$ cat src/rtl/mrtu_pkg.sv
`timescale 1ns / 1ps
// shared types, protocol constants and crc helper for the modbus rtu responder
// no dependencies

package mrtu_pkg;

  localparam logic [7:0]  ADDR_RESET       = 8'h01;
  localparam logic [7:0]  FUNC_READ        = 8'h03;
  localparam logic [7:0]  FUNC_WRITE       = 8'h06;
  localparam logic [7:0]  EXC_FLAG         = 8'h80;
  localparam logic [7:0]  EXC_ILLEGAL_FUNC = 8'h01;
  localparam logic [7:0]  EXC_ILLEGAL_ADDR = 8'h02;
  localparam logic [7:0]  BYTE_ZERO        = 8'h00;
  localparam logic [15:0] CRC_INIT         = 16'hFFFF;
  localparam logic [15:0] CRC_POLY         = 16'hA001;

  localparam int HEAD_LEN       = 8;
  localparam int WRITE_LAST_IDX = 5;
  localparam int EXC_LAST_IDX   = 2;
  localparam int CMDQ_DEPTH     = 2;
  localparam int CMDQ_PTR_W     = $clog2(CMDQ_DEPTH);

  typedef enum logic [1:0] {
    CMD_READ,
    CMD_WRITE,
    CMD_EXC
  } cmd_kind_t;

  typedef struct packed {
    cmd_kind_t  kind;
    logic [7:0] addr;
    logic [7:0] b1;
    logic [7:0] b2;
    logic [7:0] b3;
    logic [7:0] b4;
    logic [7:0] b5;
  } cmd_t;

  typedef enum logic {
    FE_RECV,
    FE_EVAL
  } fe_state_t;

  typedef enum logic [1:0] {
    BE_IDLE,
    BE_DATA,
    BE_CRC_LO,
    BE_CRC_HI
  } be_state_t;

  function automatic logic [15:0] crc_feed(input logic [15:0] crc, input logic [7:0] b);
    logic [15:0] c;
    c = crc ^ {8'h00, b};
    for (int i = 0; i < 8; i++) begin
      c = c[0] ? ((c >> 1) ^ CRC_POLY) : (c >> 1);
    end
    return c;
  endfunction

endpackage

$ cat src/rtl/mrtu_front.sv
`timescale 1ns / 1ps
// receive side: collects request bytes, runs the frame crc and classifies the request
// depends on mrtu_pkg

module mrtu_front #(
  parameter int NUM_REGS = 16
) (
  input  logic          clk,
  input  logic          rst_n,
  input  logic          cfg_valid,
  output logic          cfg_ready,
  input  logic [7:0]    cfg_slave_address,
  input  logic [7:0]    in_rx_byte,
  input  logic          in_frame_end,
  input  logic          in_push,
  output logic          in_full,
  output logic          q_push,
  output mrtu_pkg::cmd_t q_cmd,
  input  logic          q_full
);

  mrtu_pkg::fe_state_t state_r, state_nxt;

  logic [7:0]  addr_r;
  logic [7:0]  head_r [mrtu_pkg::HEAD_LEN];
  logic [3:0]  cnt_r;
  logic [15:0] crc_r;
  logic [15:0] last2_r;

  logic        accept;
  logic        frame_ok;
  logic        frame_clr;
  logic [15:0] start_w;
  logic [15:0] qty_w;

  assign cfg_ready = 1'b1;
  assign accept    = in_push && !in_full;
  assign start_w   = {head_r[2], head_r[3]};
  assign qty_w     = {head_r[4], head_r[5]};
  assign frame_ok  = (head_r[0] == addr_r) && ({last2_r[7:0], last2_r[15:8]} == crc_r);

  // next state
  always_comb begin
    state_nxt = state_r;
    unique case (state_r)
      mrtu_pkg::FE_RECV: begin
        if (accept && in_frame_end) state_nxt = mrtu_pkg::FE_EVAL;
      end
      mrtu_pkg::FE_EVAL: begin
        if (!frame_ok || !q_full) state_nxt = mrtu_pkg::FE_RECV;
      end
      default: state_nxt = mrtu_pkg::FE_RECV;
    endcase
  end

  // outputs
  always_comb begin
    in_full   = 1'b0;
    q_push    = 1'b0;
    frame_clr = 1'b0;
    unique case (state_r)
      mrtu_pkg::FE_RECV: begin
        in_full = 1'b0;
      end
      mrtu_pkg::FE_EVAL: begin
        in_full   = 1'b1;
        q_push    = frame_ok && !q_full;
        frame_clr = !frame_ok || !q_full;
      end
      default: in_full = 1'b1;
    endcase
  end

  // request classification
  always_comb begin
    q_cmd.kind = mrtu_pkg::CMD_EXC;
    q_cmd.addr = head_r[0];
    q_cmd.b1   = head_r[1] + mrtu_pkg::EXC_FLAG;
    q_cmd.b2   = mrtu_pkg::EXC_ILLEGAL_FUNC;
    q_cmd.b3   = head_r[3];
    q_cmd.b4   = head_r[4];
    q_cmd.b5   = head_r[5];
    if (head_r[1] == mrtu_pkg::FUNC_READ) begin
      if (start_w == 16'h0000 && qty_w == 16'(NUM_REGS)) begin
        q_cmd.kind = mrtu_pkg::CMD_READ;
        q_cmd.b1   = mrtu_pkg::FUNC_READ;
        q_cmd.b2   = 8'(2 * NUM_REGS);
      end else begin
        q_cmd.b2 = mrtu_pkg::EXC_ILLEGAL_ADDR;
      end
    end else if (head_r[1] == mrtu_pkg::FUNC_WRITE) begin
      if (head_r[2] == mrtu_pkg::BYTE_ZERO && head_r[3] < 8'(NUM_REGS)) begin
        q_cmd.kind = mrtu_pkg::CMD_WRITE;
        q_cmd.b1   = mrtu_pkg::FUNC_WRITE;
        q_cmd.b2   = head_r[2];
      end else begin
        q_cmd.b2 = mrtu_pkg::EXC_ILLEGAL_ADDR;
      end
    end
  end

  always_ff @(posedge clk) begin
    if (!rst_n) begin
      state_r <= mrtu_pkg::FE_RECV;
      addr_r  <= mrtu_pkg::ADDR_RESET;
      cnt_r   <= 4'd0;
      crc_r   <= mrtu_pkg::CRC_INIT;
      last2_r <= 16'h0000;
      for (int i = 0; i < mrtu_pkg::HEAD_LEN; i++) begin
        head_r[i] <= 8'h00;
      end
    end else begin
      state_r <= state_nxt;
      if (cfg_valid && cfg_ready) addr_r <= cfg_slave_address;
      if (frame_clr) begin
        cnt_r   <= 4'd0;
        crc_r   <= mrtu_pkg::CRC_INIT;
        last2_r <= 16'h0000;
        for (int i = 0; i < mrtu_pkg::HEAD_LEN; i++) begin
          head_r[i] <= 8'h00;
        end
      end else if (accept) begin
        if (cnt_r < 4'(mrtu_pkg::HEAD_LEN)) begin
          head_r[cnt_r[2:0]] <= in_rx_byte;
          cnt_r              <= cnt_r + 4'd1;
        end
        if (cnt_r >= 4'd2) crc_r <= mrtu_pkg::crc_feed(crc_r, last2_r[15:8]);
        last2_r <= {last2_r[7:0], in_rx_byte};
      end
    end
  end

endmodule

$ cat src/rtl/mrtu_cmdq.sv
`timescale 1ns / 1ps
// two-entry queue of classified requests between receive and transmit sides
// depends on mrtu_pkg

module mrtu_cmdq (
  input  logic           clk,
  input  logic           rst_n,
  input  logic           push,
  input  mrtu_pkg::cmd_t push_cmd,
  output logic           full,
  input  logic           pop,
  output mrtu_pkg::cmd_t pop_cmd,
  output logic           empty
);

  localparam int CNT_W = $clog2(mrtu_pkg::CMDQ_DEPTH + 1);

  mrtu_pkg::cmd_t                 ent_r [mrtu_pkg::CMDQ_DEPTH];
  logic [mrtu_pkg::CMDQ_PTR_W-1:0] wr_r;
  logic [mrtu_pkg::CMDQ_PTR_W-1:0] rd_r;
  logic [CNT_W-1:0]                cnt_r;
  logic                            do_push;
  logic                            do_pop;

  assign full    = (cnt_r == CNT_W'(mrtu_pkg::CMDQ_DEPTH));
  assign empty   = (cnt_r == '0);
  assign do_push = push && !full;
  assign do_pop  = pop && !empty;
  assign pop_cmd = ent_r[rd_r];

  always_ff @(posedge clk) begin
    if (do_push) ent_r[wr_r] <= push_cmd;
  end

  always_ff @(posedge clk) begin
    if (!rst_n) begin
      wr_r  <= '0;
      rd_r  <= '0;
      cnt_r <= '0;
    end else begin
      if (do_push) begin
        wr_r <= (wr_r == mrtu_pkg::CMDQ_PTR_W'(mrtu_pkg::CMDQ_DEPTH - 1)) ? '0 : wr_r + 1'b1;
      end
      if (do_pop) begin
        rd_r <= (rd_r == mrtu_pkg::CMDQ_PTR_W'(mrtu_pkg::CMDQ_DEPTH - 1)) ? '0 : rd_r + 1'b1;
      end
      if (do_push && !do_pop) cnt_r <= cnt_r + 1'b1;
      else if (do_pop && !do_push) cnt_r <= cnt_r - 1'b1;
    end
  end

endmodule

$ cat src/rtl/mrtu_back.sv
`timescale 1ns / 1ps
// transmit side: holds the register bank, builds each response word and its crc
// depends on mrtu_pkg

module mrtu_back #(
  parameter int NUM_REGS = 16
) (
  input  logic           clk,
  input  logic           rst_n,
  input  logic           q_empty,
  input  mrtu_pkg::cmd_t q_cmd,
  output logic           q_pop,
  output logic [7:0]     out_tx_byte,
  output logic           out_tx_last,
  output logic           out_empty,
  input  logic           out_pop
);

  localparam int IDX_W = (NUM_REGS > 1) ? $clog2(NUM_REGS) : 1;
  localparam int LEN_W = $clog2(2 * NUM_REGS + 3);

  mrtu_pkg::be_state_t state_r, state_nxt;

  mrtu_pkg::cmd_t cmd_r;
  logic [15:0]    regs_r [NUM_REGS];
  logic [LEN_W-1:0] cnt_r;
  logic [15:0]    crc_r;
  logic [7:0]     obyte_r;
  logic           olast_r;
  logic           ovalid_r;

  logic             slot_free;
  logic             load;
  logic [7:0]       load_byte;
  logic             load_last;
  logic [LEN_W-1:0] last_idx;
  logic [LEN_W-1:0] pos;
  logic [IDX_W-1:0] ridx;
  logic [15:0]      rword;
  logic [7:0]       data_byte;

  assign out_tx_byte = obyte_r;
  assign out_tx_last = olast_r;
  assign out_empty   = !ovalid_r;
  assign slot_free   = !ovalid_r || out_pop;

  assign pos   = cnt_r - LEN_W'(3);
  assign ridx  = IDX_W'(pos >> 1);
  assign rword = regs_r[ridx];

  always_comb begin
    unique case (cmd_r.kind)
      mrtu_pkg::CMD_READ:  last_idx = LEN_W'(2 + 2 * NUM_REGS);
      mrtu_pkg::CMD_WRITE: last_idx = LEN_W'(mrtu_pkg::WRITE_LAST_IDX);
      default:             last_idx = LEN_W'(mrtu_pkg::EXC_LAST_IDX);
    endcase
  end

  always_comb begin
    if (cmd_r.kind == mrtu_pkg::CMD_READ && cnt_r >= LEN_W'(3)) begin
      data_byte = pos[0] ? rword[7:0] : rword[15:8];
    end else begin
      case (cnt_r[2:0])
        3'd0:    data_byte = cmd_r.addr;
        3'd1:    data_byte = cmd_r.b1;
        3'd2:    data_byte = cmd_r.b2;
        3'd3:    data_byte = cmd_r.b3;
        3'd4:    data_byte = cmd_r.b4;
        3'd5:    data_byte = cmd_r.b5;
        default: data_byte = mrtu_pkg::BYTE_ZERO;
      endcase
    end
  end

  // next state
  always_comb begin
    state_nxt = state_r;
    unique case (state_r)
      mrtu_pkg::BE_IDLE: begin
        if (!q_empty) state_nxt = mrtu_pkg::BE_DATA;
      end
      mrtu_pkg::BE_DATA: begin
        if (slot_free && cnt_r == last_idx) state_nxt = mrtu_pkg::BE_CRC_LO;
      end
      mrtu_pkg::BE_CRC_LO: begin
        if (slot_free) state_nxt = mrtu_pkg::BE_CRC_HI;
      end
      mrtu_pkg::BE_CRC_HI: begin
        if (slot_free) state_nxt = mrtu_pkg::BE_IDLE;
      end
      default: state_nxt = mrtu_pkg::BE_IDLE;
    endcase
  end

  // outputs
  always_comb begin
    q_pop     = 1'b0;
    load      = 1'b0;
    load_byte = data_byte;
    load_last = 1'b0;
    unique case (state_r)
      mrtu_pkg::BE_IDLE: begin
        q_pop = !q_empty;
      end
      mrtu_pkg::BE_DATA: begin
        load = slot_free;
      end
      mrtu_pkg::BE_CRC_LO: begin
        load      = slot_free;
        load_byte = crc_r[7:0];
      end
      mrtu_pkg::BE_CRC_HI: begin
        load      = slot_free;
        load_byte = crc_r[15:8];
        load_last = 1'b1;
      end
      default: q_pop = 1'b0;
    endcase
  end

  always_ff @(posedge clk) begin
    if (q_pop) cmd_r <= q_cmd;
    if (load) begin
      obyte_r <= load_byte;
      olast_r <= load_last;
    end
  end

  always_ff @(posedge clk) begin
    if (!rst_n) begin
      state_r  <= mrtu_pkg::BE_IDLE;
      ovalid_r <= 1'b0;
      cnt_r    <= '0;
      crc_r    <= mrtu_pkg::CRC_INIT;
      for (int i = 0; i < NUM_REGS; i++) begin
        regs_r[i] <= 16'h0000;
      end
    end else begin
      state_r <= state_nxt;
      if (load) ovalid_r <= 1'b1;
      else if (out_pop) ovalid_r <= 1'b0;
      if (q_pop) begin
        cnt_r <= '0;
        crc_r <= mrtu_pkg::CRC_INIT;
        if (q_cmd.kind == mrtu_pkg::CMD_WRITE) begin
          regs_r[q_cmd.b3[IDX_W-1:0]] <= {q_cmd.b4, q_cmd.b5};
        end
      end else if (load && state_r == mrtu_pkg::BE_DATA) begin
        cnt_r <= cnt_r + 1'b1;
        crc_r <= mrtu_pkg::crc_feed(crc_r, data_byte);
      end
    end
  end

endmodule

$ cat src/rtl/modbus_rtu_slave_register_responder.sv
`timescale 1ns / 1ps
// Modbus RTU slave answering read-all (function 3) and write-one (function 6) requests
// over a bank of NUM_REGS holding registers. The word that ends a frame is followed by the
// address, crc and function checks, during which full is high, stretched for as long as both
// request queue entries are taken. Responses leave one word per cycle while pop is held, after
// an idle state in which the transmit side takes the next request: a read answer is
// 5 + 2*NUM_REGS words, a write echo 8 and an exception 5. Two checked requests can wait
// between receive and transmit, so a new frame is taken while an answer is still going out.
// Frames with a wrong address or crc are dropped silently. Depends on mrtu_pkg, mrtu_front,
// mrtu_cmdq and mrtu_back.

module modbus_rtu_slave_register_responder #(
  parameter int NUM_REGS = 16
) (
  input  logic       clk,
  input  logic       rst_n,
  input  logic       cfg_valid,
  output logic       cfg_ready,
  input  logic [7:0] cfg_slave_address,
  input  logic [7:0] in_rx_byte,
  input  logic       in_frame_end,
  input  logic       in_push,
  output logic       in_full,
  output logic [7:0] out_tx_byte,
  output logic       out_tx_last,
  output logic       out_empty,
  input  logic       out_pop
);

  mrtu_pkg::cmd_t push_cmd;
  mrtu_pkg::cmd_t pop_cmd;
  logic           q_push;
  logic           q_full;
  logic           q_pop;
  logic           q_empty;

  mrtu_front #(
    .NUM_REGS (NUM_REGS)
  ) u_front (
    .clk               (clk),
    .rst_n             (rst_n),
    .cfg_valid         (cfg_valid),
    .cfg_ready         (cfg_ready),
    .cfg_slave_address (cfg_slave_address),
    .in_rx_byte        (in_rx_byte),
    .in_frame_end      (in_frame_end),
    .in_push           (in_push),
    .in_full           (in_full),
    .q_push            (q_push),
    .q_cmd             (push_cmd),
    .q_full            (q_full)
  );

  mrtu_cmdq u_cmdq (
    .clk      (clk),
    .rst_n    (rst_n),
    .push     (q_push),
    .push_cmd (push_cmd),
    .full     (q_full),
    .pop      (q_pop),
    .pop_cmd  (pop_cmd),
    .empty    (q_empty)
  );

  mrtu_back #(
    .NUM_REGS (NUM_REGS)
  ) u_back (
    .clk         (clk),
    .rst_n       (rst_n),
    .q_empty     (q_empty),
    .q_cmd       (pop_cmd),
    .q_pop       (q_pop),
    .out_tx_byte (out_tx_byte),
    .out_tx_last (out_tx_last),
    .out_empty   (out_empty),
    .out_pop     (out_pop)
  );

endmodule

$ cat config.mk
export PLATFORM = sky130hd
export DESIGN_NAME = modbus_rtu_slave_register_responder
export DESIGN_NICKNAME = d
export VERILOG_FILES = /design/src/rtl/mrtu_pkg.sv /design/src/rtl/mrtu_front.sv /design/src/rtl/mrtu_cmdq.sv /design/src/rtl/mrtu_back.sv /design/src/rtl/modbus_rtu_slave_register_responder.sv
export SDC_FILE = /design/constraint.sdc
export NUM_CORES = 1
export LEC_CHECK = 0
export ABC_AREA = 1
export BUFFER_PORTS_ARGS = -buffer_cell sky130_fd_sc_hd__buf_2
export CAP_MARGIN = 40
export CORE_MARGIN = 2
export CORE_UTILIZATION = 40
export DETAILED_ROUTE_END_ITERATION = 12
export PLACE_DENSITY = 0.66
export SETUP_SLACK_MARGIN = 0.05
export SLEW_MARGIN = 20
export SYNTH_ARGS = -nofsm -noshare
export SYNTH_HDL_FRONTEND = slang
export SYNTH_SLANG_ARGS = --single-unit
export TNS_END_PERCENT = 20
$ cat constraint.sdc
create_clock -name clk -period 6.7 [get_ports clk]
set_input_delay 0.67 -clock clk [delete_from_list [all_inputs] [get_ports clk]]
set_output_delay 0.67 -clock clk [all_outputs]
set_load 0.005 [all_outputs]
# Word-level counts from Yosys, hierarchy flattened
# Memories as Yosys holds them, arrays and structs flattened. A register that Yosys moved wholly into a read port is not among the register bits.
# Index checks and enable logic that the tools add are counted.
[classes]
addsub = 8
order_cmp = 4
eq_ne = 21
muxes = 82
bitwise = 28
n_reduce_logical = 38
[ops]
columns = ["operator", "count"]
rows = [
  ["two-way mux 16 bit", 19],
  ["two-way mux 8 bit", 14],
  ["NOT 2 -> 3 bit", 16],
  ["case mux 8 bit (6 select lines)", 1],
  ["XOR 16 x 8 -> 16 bit", 2],
  ["two-way mux 1 bit", 30],
  ["two-way mux 2 bit", 10],
  ["equality test 16 bit", 1],
  ["equality test 16 x 5 -> 1 bit, second input constant", 1],
  ["logical NOT 16 bit", 1],
  ["case mux 8 bit (2 select lines)", 1],
  ["OR reduction 16 bit", 1],
  ["logical AND 1 bit", 13],
  ["case mux 6 bit (2 select lines)", 1],
  ["adder 8 bit, second input constant", 1],
  ["equality test 8 x 2 -> 1 bit, second input constant", 1],
  ["equality test 8 x 3 -> 1 bit, second input constant", 1],
  ["equality test 8 bit", 1],
  ["logical NOT 8 bit", 1],
  ["less-than comparator 8 x 5 -> 1 bit, second input constant", 1],
  ["OR 1 bit", 8],
  ["case mux 2 bit (4 select lines)", 1],
  ["OR reduction 8 bit", 1],
  ["logical NOT 1 bit", 7],
  ["30 further kinds", 47],
]
[totals]
register_bits = 133
ram_bits = 420
output_inout_bits = 12
wordCells = 205
memories = 3
[memory_table]
columns = ["name", "words", "width", "read_ports", "rd_clocked_by_memory_dff", "wr", "line_no", "text"]
rows = [
  ["u_back.regs_r", 16, 16, 1, 0, 16, "mrtu_back.sv:25", "logic [15:0] regs_r [NUM_REGS];"],
  ["u_cmdq.ent_r", 2, 50, 1, 1, 1, "mrtu_cmdq.sv:18", "mrtu_pkg::cmd_t ent_r [mrtu_pkg::CMDQ_DEPTH];"],
  ["u_front.head_r", 8, 8, 6, 0, 8, "mrtu_front.sv:25", "logic [7:0] head_r [mrtu_pkg::HEAD_LEN];"],
]

# Longest topological paths before layout
# Gate-level depths: netlist of the first run.
# An unclocked memory read counts as a cell.
[logic_depth]
ltp_word = 21
ltp_mapped = 29

# By module
# A second synthesis of the first run with hierarchy kept.
[unflattened]
hier_cells = 2473
hier_area_um2 = 24905.1
[modules_own_cells]
columns = ["mod", "n_inst", "cells_per_inst", "area_each_um2"]
rows = [
  ["mrtu_back", 1, 1765, 16366.9],
  ["mrtu_front", 1, 514, 4428.0],
  ["mrtu_cmdq", 1, 194, 4110.2],
]

# Least setup slack after synthesis of the first run
# No wires, ideal clock.
[synth_timing]
path_kind = "register to register"
startpoint = "register u_back.state_r[0]"
endpoint = "memory u_back.regs_r[0][0], enable pin"
setup_ps = 372
t_arrival_ps = 4981
t_required_ps = 6328
slack_ps = 1347
path_stages_with_launch = 10
path_cell_list = "dfxtp_1 inv_1 ha_1 inv_1 a21oi_1 nand3_1 nor3_1 nand2_1 clkbuf_1 nand2_1"
[synth_rtl]
columns = ["element", "line_no", "text"]
rows = [
  ["from (decl)", "mrtu_back.sv:22", "mrtu_pkg::be_state_t state_r, state_nxt;"],
  ["from (signal assigned)", "mrtu_back.sv:131", "state_r <= mrtu_pkg::BE_IDLE;"],
  ["from (signal assigned)", "mrtu_back.sv:139", "state_r <= state_nxt;"],
  ["to (decl)", "mrtu_back.sv:25", ""],
]

# Worst setup path in the final report of the first run
[layout_timing]
startpoint = "register u_back.cnt_r[0]"
endpoint = "register u_back.crc_r[15]"
[layout_via]
elab_chain_cells = 14
elab_cells_between_ends = 29
[layout_rtl]
columns = ["element", "line_no", "text"]
rows = [
  ["from (decl)", "mrtu_back.sv:26", "logic [LEN_W-1:0] cnt_r;"],
  ["from (signal assigned)", "mrtu_back.sv:149", "cnt_r <= cnt_r + 1'b1;"],
  ["subtractor 5 x 2 -> 5 bit *", "mrtu_back.sv:47", "assign pos = cnt_r - LEN_W'(3);"],
  ["net u_back.pos[1]", "mrtu_back.sv:37", "logic [LEN_W-1:0] pos;"],
  ["memory (16 x 16 bit) *", "--", ""],
  ["two-way mux 8 bit *", "mrtu_back.sv:61", "data_byte = pos[0] ? rword[7:0] : rword[15:8];"],
  ["two-way mux 8 bit *", "mrtu_back.sv:60", "if (cmd_r.kind == mrtu_pkg::CMD_READ && cnt_r >= LEN_W'(3)) begin"],
  ["XOR 16 x 8 -> 16 bit *", "mrtu_pkg.sv:53", "c = crc ^ {8'h00, b};"],
  ["two-way mux 16 bit * (6 in series)", "mrtu_pkg.sv:55", "c = c[0] ? ((c >> 1) ^ CRC_POLY) : (c >> 1);"],
  ["NOT 2 -> 3 bit (no source line) or two-way mux 16 bit (tied branches)", "--", ""],
  ["two-way mux 16 bit * (2 in series)", "mrtu_pkg.sv:55", ""],
  ["to (signal assigned)", "mrtu_back.sv:134", "crc_r <= mrtu_pkg::CRC_INIT;"],
  ["to (signal assigned)", "mrtu_back.sv:144", "crc_r <= mrtu_pkg::CRC_INIT;"],
  ["to (signal assigned)", "mrtu_back.sv:150", "crc_r <= mrtu_pkg::crc_feed(crc_r, data_byte);"],
  ["to (decl)", "mrtu_back.sv:27", "logic [15:0] crc_r;"],
]
# The timed path passes the listed nets; every way through them passes the cells marked *.
# A chain may end at the register's enable or synchronous reset.

==> results_dict.tcl, run 1 <==
set metrics [dict create \
    htree_levels 2 \
    cts_tree "done" \
    core_area_um2 59020 \
    cts_setup_buffers 0 \
    fp.dieW_um 248.5 \
    hold_class "input pin to flop" \
    post-route-drc-count 0 \
    drt_iter0_drc 1872 \
    cap_violations 0 \
    port_buffers 32 \
    synthCells 2417 \
    critPathMaxFanout 60 \
    worst-endpoint-required_ns 7.19 \
    fp.dieArea_um2 61760 \
    fmaxAchievable_mhz 188.5 \
    cts.sinks 538 \
    final_cell_mix "nand2_1 (515), nor2_1 (470), edfxtp_1 (463)" \
    hold_viol_final 0 \
    wl_per_cell_um 18.83 \
    avgSynthCellArea_um2 9.894 \
    skew_ns 0.03219 \
    report.final.slew_viol_count 0 \
    cts_buffer_depth 3 \
    via_count 17120 \
    yosysSeqAreaShare_pct 64.42 \
    ctsRootBufferMaster "clkbuf_16" \
    synth_area_leaders "edfxtp_1 (58%), nand2_1 (8.1%), nor2_1 (7.4%)" \
    ant_nets 0 \
    multiInputGateArea_um2 7173 \
    grt_usage_pct 19.39 \
    worst_pin_slew_ns 0.8581 \
    placed_cell_area_um2 24810 \
    io_pins 34 \
    drt-pass1-iter-count 6 \
    slew_headroom_pct 42.58 \
    gp_congestion 0.9087 \
    initial_core_util_pct 40.52 \
    layout_commonest_cell "nand2_1" \
    rows 89 \
    final_net_count 2467 \
    stdcell_area_um2 26700 \
    synth_cell_type_count 47 \
    ys.warnings.count 0 \
    syn_area_um2 23910 \
    cp-start-kind "flop" \
    antenna_cells 0 \
    nFillCells 5448 \
    hpwl_mm 38.80 \
    seqCellArea_um2 15410 \
    fin_setup_tns_ns 0 \
    clk_pin_slew_ns 0.06 \
    synth_top_area_share_pct 58.14 \
    yosysTopAreaCell "edfxtp_1" \
    arrival_ns 5.80 \
    via_per_inst 5.271 \
    die_y_um 248.5 \
    ctsResizeCount 0 \
    grt_pass1_wl_mm 95.03 \
    overflow 0 \
    grt_antenna_before_repair 0 \
    clock_latency_ns 0.64 \
    crit_type "flop to flop" \
    setup_violations 0 \
    totalWireLength_mm 61.16 \
    cts_buffers 54 \
    power_density_nw_per_um2 384.2 \
    cts_hold_buf 0 \
    critPathCaptureType "flop" \
    post-route-period-util_pct 79.19 \
    rsz0062_at_grt "no" \
    grt_max_degree 74 \
    power_leakage_nw 10.81 \
    area_delta_synth_final_pct 11.66 \
    ir_drop_uv 245.7 \
    ys_seq_elements 538 \
    drive_gt1_share_pct 8.889 \
    status "finished, final reports clean" \
    period_minus_slack_ns 5.306 \
    grt_pass1_vias 16870 \
]
[cells in the mapped netlist (all sizes together)]
cell type,count
o211ai,25
nor3b,2
conb,2
a21oi,36
nand4,8
nand2,524
edfxtp,463
nor4,12
o21bai,1
buf,64
a21o,1
a22o,1
nor3,17
a211oi,23
a31oi,3
inv,198
dfxtp,75
o31ai,1
a32oi,1
a221oi,2
a221o,2
nand3b,1
xnor2,13
or2,29
o22ai,7
o221ai,5
xor2,10
clkbuf,63
ha,14
nor2,473
nand3,220
o2111ai,1
o21ai,114
clkinv,5
o2111a,1
[final cells by class]
class / instances / share of cell area, %
clock buffers: 76 / 5.632
inverters: 203 / 2.868
clock inverters: 24 / 1.036
repair buffers: 76 / 2.287
multi-input cells: 1558 / 26.86
well taps: 773 / 3.622
flip-flops and latches: 538 / 57.69
[worst max-delay path, stage by stage, from the launching register on]
cell and delay, ns:
dfxtp_1 0.73, inv_1 0.49, ha_4 0.79, clkinv_2 0.63, buf_4 0.44, buf_16 0.25, nand2_1 0.09, nand2_1 0.05
nand2_1 0.06, nand3_1 0.20, nand3_1 0.14, nand3_2 0.12, nand3_1 0.17, nand3_1 0.08, nand2_1 0.12, nand2_1 0.08
nand2_1 0.09, nand2_1 0.05, nand2_1 0.07, nand2_1 0.09, nand2_2 0.09, nand2_1 0.07, nand3_1 0.07, o211ai_1 0.10
[where the power goes]
part / internal [mW] / switching (mW) / total, mW
logic: 0.865 / 2.17 / 3.03
registers: 4.03 / 0.146 / 4.18
clock network: 1.73 / 1.32 / 3.04
[sequential cells by signal, summed over array words and instances, names as in the netlist, named ones only]
register            count
u_back.cmd_r           50
u_back.cnt_r            6
u_back.crc_r           16
u_back.out_tx_byte      8
u_back.out_tx_last      1
u_back.ovalid_r         1
u_back.regs_r         256
u_back.state_r          2
u_cmdq.cnt_r            2
u_cmdq.ent_r          100
u_cmdq.rd_r             1
u_cmdq.wr_r             1
u_front.addr_r          8
u_front.cnt_r           4
u_front.crc_r          16
u_front.head_r         48
u_front.last2_r        16
u_front.state_r         1
[cell families (layout without fill, tap and decap cells)]
logic type / Yosys count / after routing / synth area share (%)
AOI/OAI and AO/OA: 224 / 224 / 5.499
xor gates and xnor gates: 23 / 23 / 0.8423
adders and majority gates: 14 / 14 / 0.7325
buffers and inverters: 330 / 379 / 6.033
DFF: 538 / 538 / 64.42
other: 2 / 11 / 0.03140
and+or+nand+nor: 1286 / 1286 / 22.45
[metrics by stage]
step	std cells	setup slack [ns]	power (mW)	hold slack, ns	utilization, %
after floorplan	2426	1.347	6.271	0.4258	-
after global placement	3133	1.570	7.109	0.4280	41.83
after detailed placement	3141	1.551	7.208	0.4472	42.04
after CTS	3241	1.527	10.23	0.2392	45.05
after global routing	3248	1.035	10.76	0.2337	45.24
final	3248	1.394	10.26	0.2635	45.24
[worst paths after layout]
path | start | to | slack [ns] | cells after the start
max reg2reg | u_back.cnt_r[0] | u_back.crc_r[15] | 1.39 | 23
min reg2reg | u_cmdq.rd_r | flop | 0.46 | 1
max | u_back.cnt_r[0] | u_back.crc_r[15] | 1.39 | 23
min | cfg_slave_address[5] | u_front.addr_r[5] | 0.26 | 3
[per-layer routing]
layer / vias to the layer above / share of wire, % / global-route usage (%)
met5: - / 0 / 0
met4: 0 / 2.9 / 6.655
met3: 105 / 7.9 / 3.193
met2: 676 / 48 / 32.01
met1: 8266 / 41 / 25.95
li1: 8074 / - / -
(Power assumes the default switching activity.)
==> run 2: changes to the inputs <==
--- a/config.mk
+++ b/config.mk
@@ -11,7 +11,7 @@
 export CORE_MARGIN = 2
 export CORE_UTILIZATION = 40
 export DETAILED_ROUTE_END_ITERATION = 12
-export PLACE_DENSITY = 0.66
+export PLACE_DENSITY = 0.68
 export SETUP_SLACK_MARGIN = 0.05
 export SLEW_MARGIN = 20
 export SYNTH_ARGS = -nofsm -noshare
==> constraint.sdc (replaced) <==
create_clock -name clk -period 4.7 [get_ports clk]
set_input_delay 0.47 -clock clk [delete_from_list [all_inputs] [get_ports clk]]
set_output_delay 0.47 -clock clk [all_outputs]
set_load 0.005 [all_outputs]
==> run 2 against run 1 <==
Against the previous run: die area did not move; sequential power rose by 42%; sequential share of layout area fell by 0.66 points; largest cell class unchanged; largest power group unchanged.
==> results_dict.tcl, run 2 (synthesized netlist as in run 1, its figures left out) <==
set metrics [dict create \
    status "finished, final reports clean" \
    seqCellArea_um2 15410 \
    r2r_cells 24 \
    grt_antenna_before_repair 0 \
    ir_drop_uv 385.8 \
    fp.dieArea_um2 61760 \
    totalWireLength_mm 61.54 \
    min_path_cells 3 \
    die_y_um 248.5 \
    fp.dieW_um 248.5 \
    via_per_inst 5.244 \
    drt_iter0_drc 1706 \
    slew_headroom_pct 44.30 \
    arrival_ns 4.02 \
    grt_usage_pct 19.66 \
    post-route-drc-count 0 \
    r2r-end "u_back.crc_r[0]" \
    clock_latency_ns 0.64 \
    critPathMaxFanout 60 \
    skew_ns 0.03881 \
    final_cell_mix "nand2_1 (515), nor2_1 (470), edfxtp_1 (463)" \
    layout_commonest_cell "nand2_1" \
    fmaxAchievable_mhz 283.9 \
    timing.rr.start "u_back.cnt_r[0]" \
    cts_hold_buf 0 \
    rrSetupSlack_ns 1.18 \
    drt-pass1-iter-count 6 \
    top_regs "u_back.regs_r (256), u_cmdq.ent_r (100), u_back.cmd_r (50)" \
    ctsResizeCount 0 \
    grt_max_degree 62 \
    cts_tree "done" \
    area_delta_synth_final_pct 12.95 \
    cp-start-kind "flop" \
    period_minus_slack_ns 3.522 \
    min_from "cfg_slave_address[0]" \
    nFillCells 5436 \
    final_net_count 2496 \
    port_buffers 32 \
    multiInputGateArea_um2 7166 \
    hpwl_mm 39.61 \
    cts_buffer_depth 3 \
    drive_gt1_share_pct 10.10 \
    ant_nets 0 \
    grt_pass1_wl_mm 95.19 \
    setup_violations 0 \
    regMostFlops "u_back.regs_r" \
    rows 89 \
    dp_slack_ns 1.237 \
    fin_ws_ns 1.178 \
    critPathCaptureType "flop" \
    gp_congestion 0.9302 \
    cts_setup_buffers 0 \
    cts_buffers 54 \
    report.final.slew_viol_count 0 \
    hold-path-endpoint "u_front.addr_r[0]" \
    power_leakage_nw 11.00 \
    overflow 0 \
    rsz0062_at_grt "no" \
    io_pins 34 \
    cts.sinks 538 \
    core_area_um2 59020 \
    clk_pin_slew_ns 0.07 \
    worst-endpoint-required_ns 5.20 \
    ctsRootBufferMaster "clkbuf_16" \
    crit_type "flop to flop" \
    post-route-period-util_pct 74.94 \
    worst_pin_slew_ns 0.8334 \
    wl_per_cell_um 18.78 \
    fin_setup_tns_ns 0 \
    largest_reg_flops 256 \
    hold_viol_final 0 \
    htree_levels 2 \
    cap_violations 0 \
    hold_class "input pin to flop" \
    antenna_cells 0 \
    grt_pass1_vias 16650 \
    power_density_nw_per_um2 556.0 \
    via_count 17180 \
    initial_core_util_pct 40.52 \
]
[run 2: worst max-delay path, stage by stage, from the launching register on]
cell	delay [ns]
dfxtp_1	0.43
buf_4	0.20
inv_1	0.09
ha_4	0.28
clkinv_2	0.09
buf_12	0.27
nor2_1	0.06
o21ai_0	0.44
nand3_1	0.13
nand3_1	0.16
nand3_2	0.09
nand3_1	0.14
nand3_1	0.10
nand2_1	0.12
nand2_1	0.08
nand2_1	0.10
nand2_1	0.06
nand2_1	0.09
inv_1	0.06
nand2_2	0.08
nand2_2	0.06
nand2_1	0.07
nand3_1	0.07
nand3_1	0.07
nand2_1	0.05
[run 2: per-stage QoR]
stage                     power [mW]  area (um^2)  instances  hold WS (ns)  utilization, %
after global routing           15.74        27010       3277       0.02784           45.77
after detailed placement       10.45        25090       3176        0.4454           42.52
final                          15.02        27010       3277       0.04907           45.77
after floorplan                8.929        23950       2426        0.4258               -
after global placement         10.39        25090       3175        0.4308           42.50
after CTS                      15.02        26990       3276       0.01636           45.73
[run 2: layout make-up]
cell class	count	share of cell area, %
Timing Repair Buffer	105	2.992
Clock buffer	62	5.114
Inverter	203	2.835
Clock inverter	38	1.918
Sequential cell	538	57.03
Tap cell	773	3.581
Multi-Input combinational cell	1558	26.53
[run 2: routing by layer]
metal  GRT usage (%)  up-vias  share of wire, %  routed length, um
met3           3.046      131               7.5               4620
met4           8.075        0               3.7               2251
li1                -     8146                 -                  -
met2           32.60      715                48              29690
met5               0        -                 0                  0
met1           25.79     8191                41              24980
[run 2: how the worst max path moves through the flow]
stage | startpoint | end | slack [ns] | cells after the start
after global routing | u_back.cnt_r[0] | u_back.crc_r[0] | 0.81 | 24
after global placement | u_back.cnt_r[2] | u_back.crc_r[0] | 1.27 | 20
final | u_back.cnt_r[0] | u_back.crc_r[0] | 1.18 | 24
after detailed placement | u_back.cnt_r[0] | u_back.crc_r[0] | 1.24 | 24
after floorplan | u_front.crc_r[0] | u_cmdq.ent_r[1][0] | 0.48 | 10
after CTS | u_front.crc_r[0] | u_cmdq.ent_r[1][12] | 1.21 | 11
[run 2: power breakdown]
group / total [mW] / internal (mW) / switching (mW)
combinational: 4.48 / 1.27 / 3.21
clock: 4.59 / 2.69 / 1.90
sequential: 5.95 / 5.75 / 0.202
total: 15.0 / 9.70 / 5.32
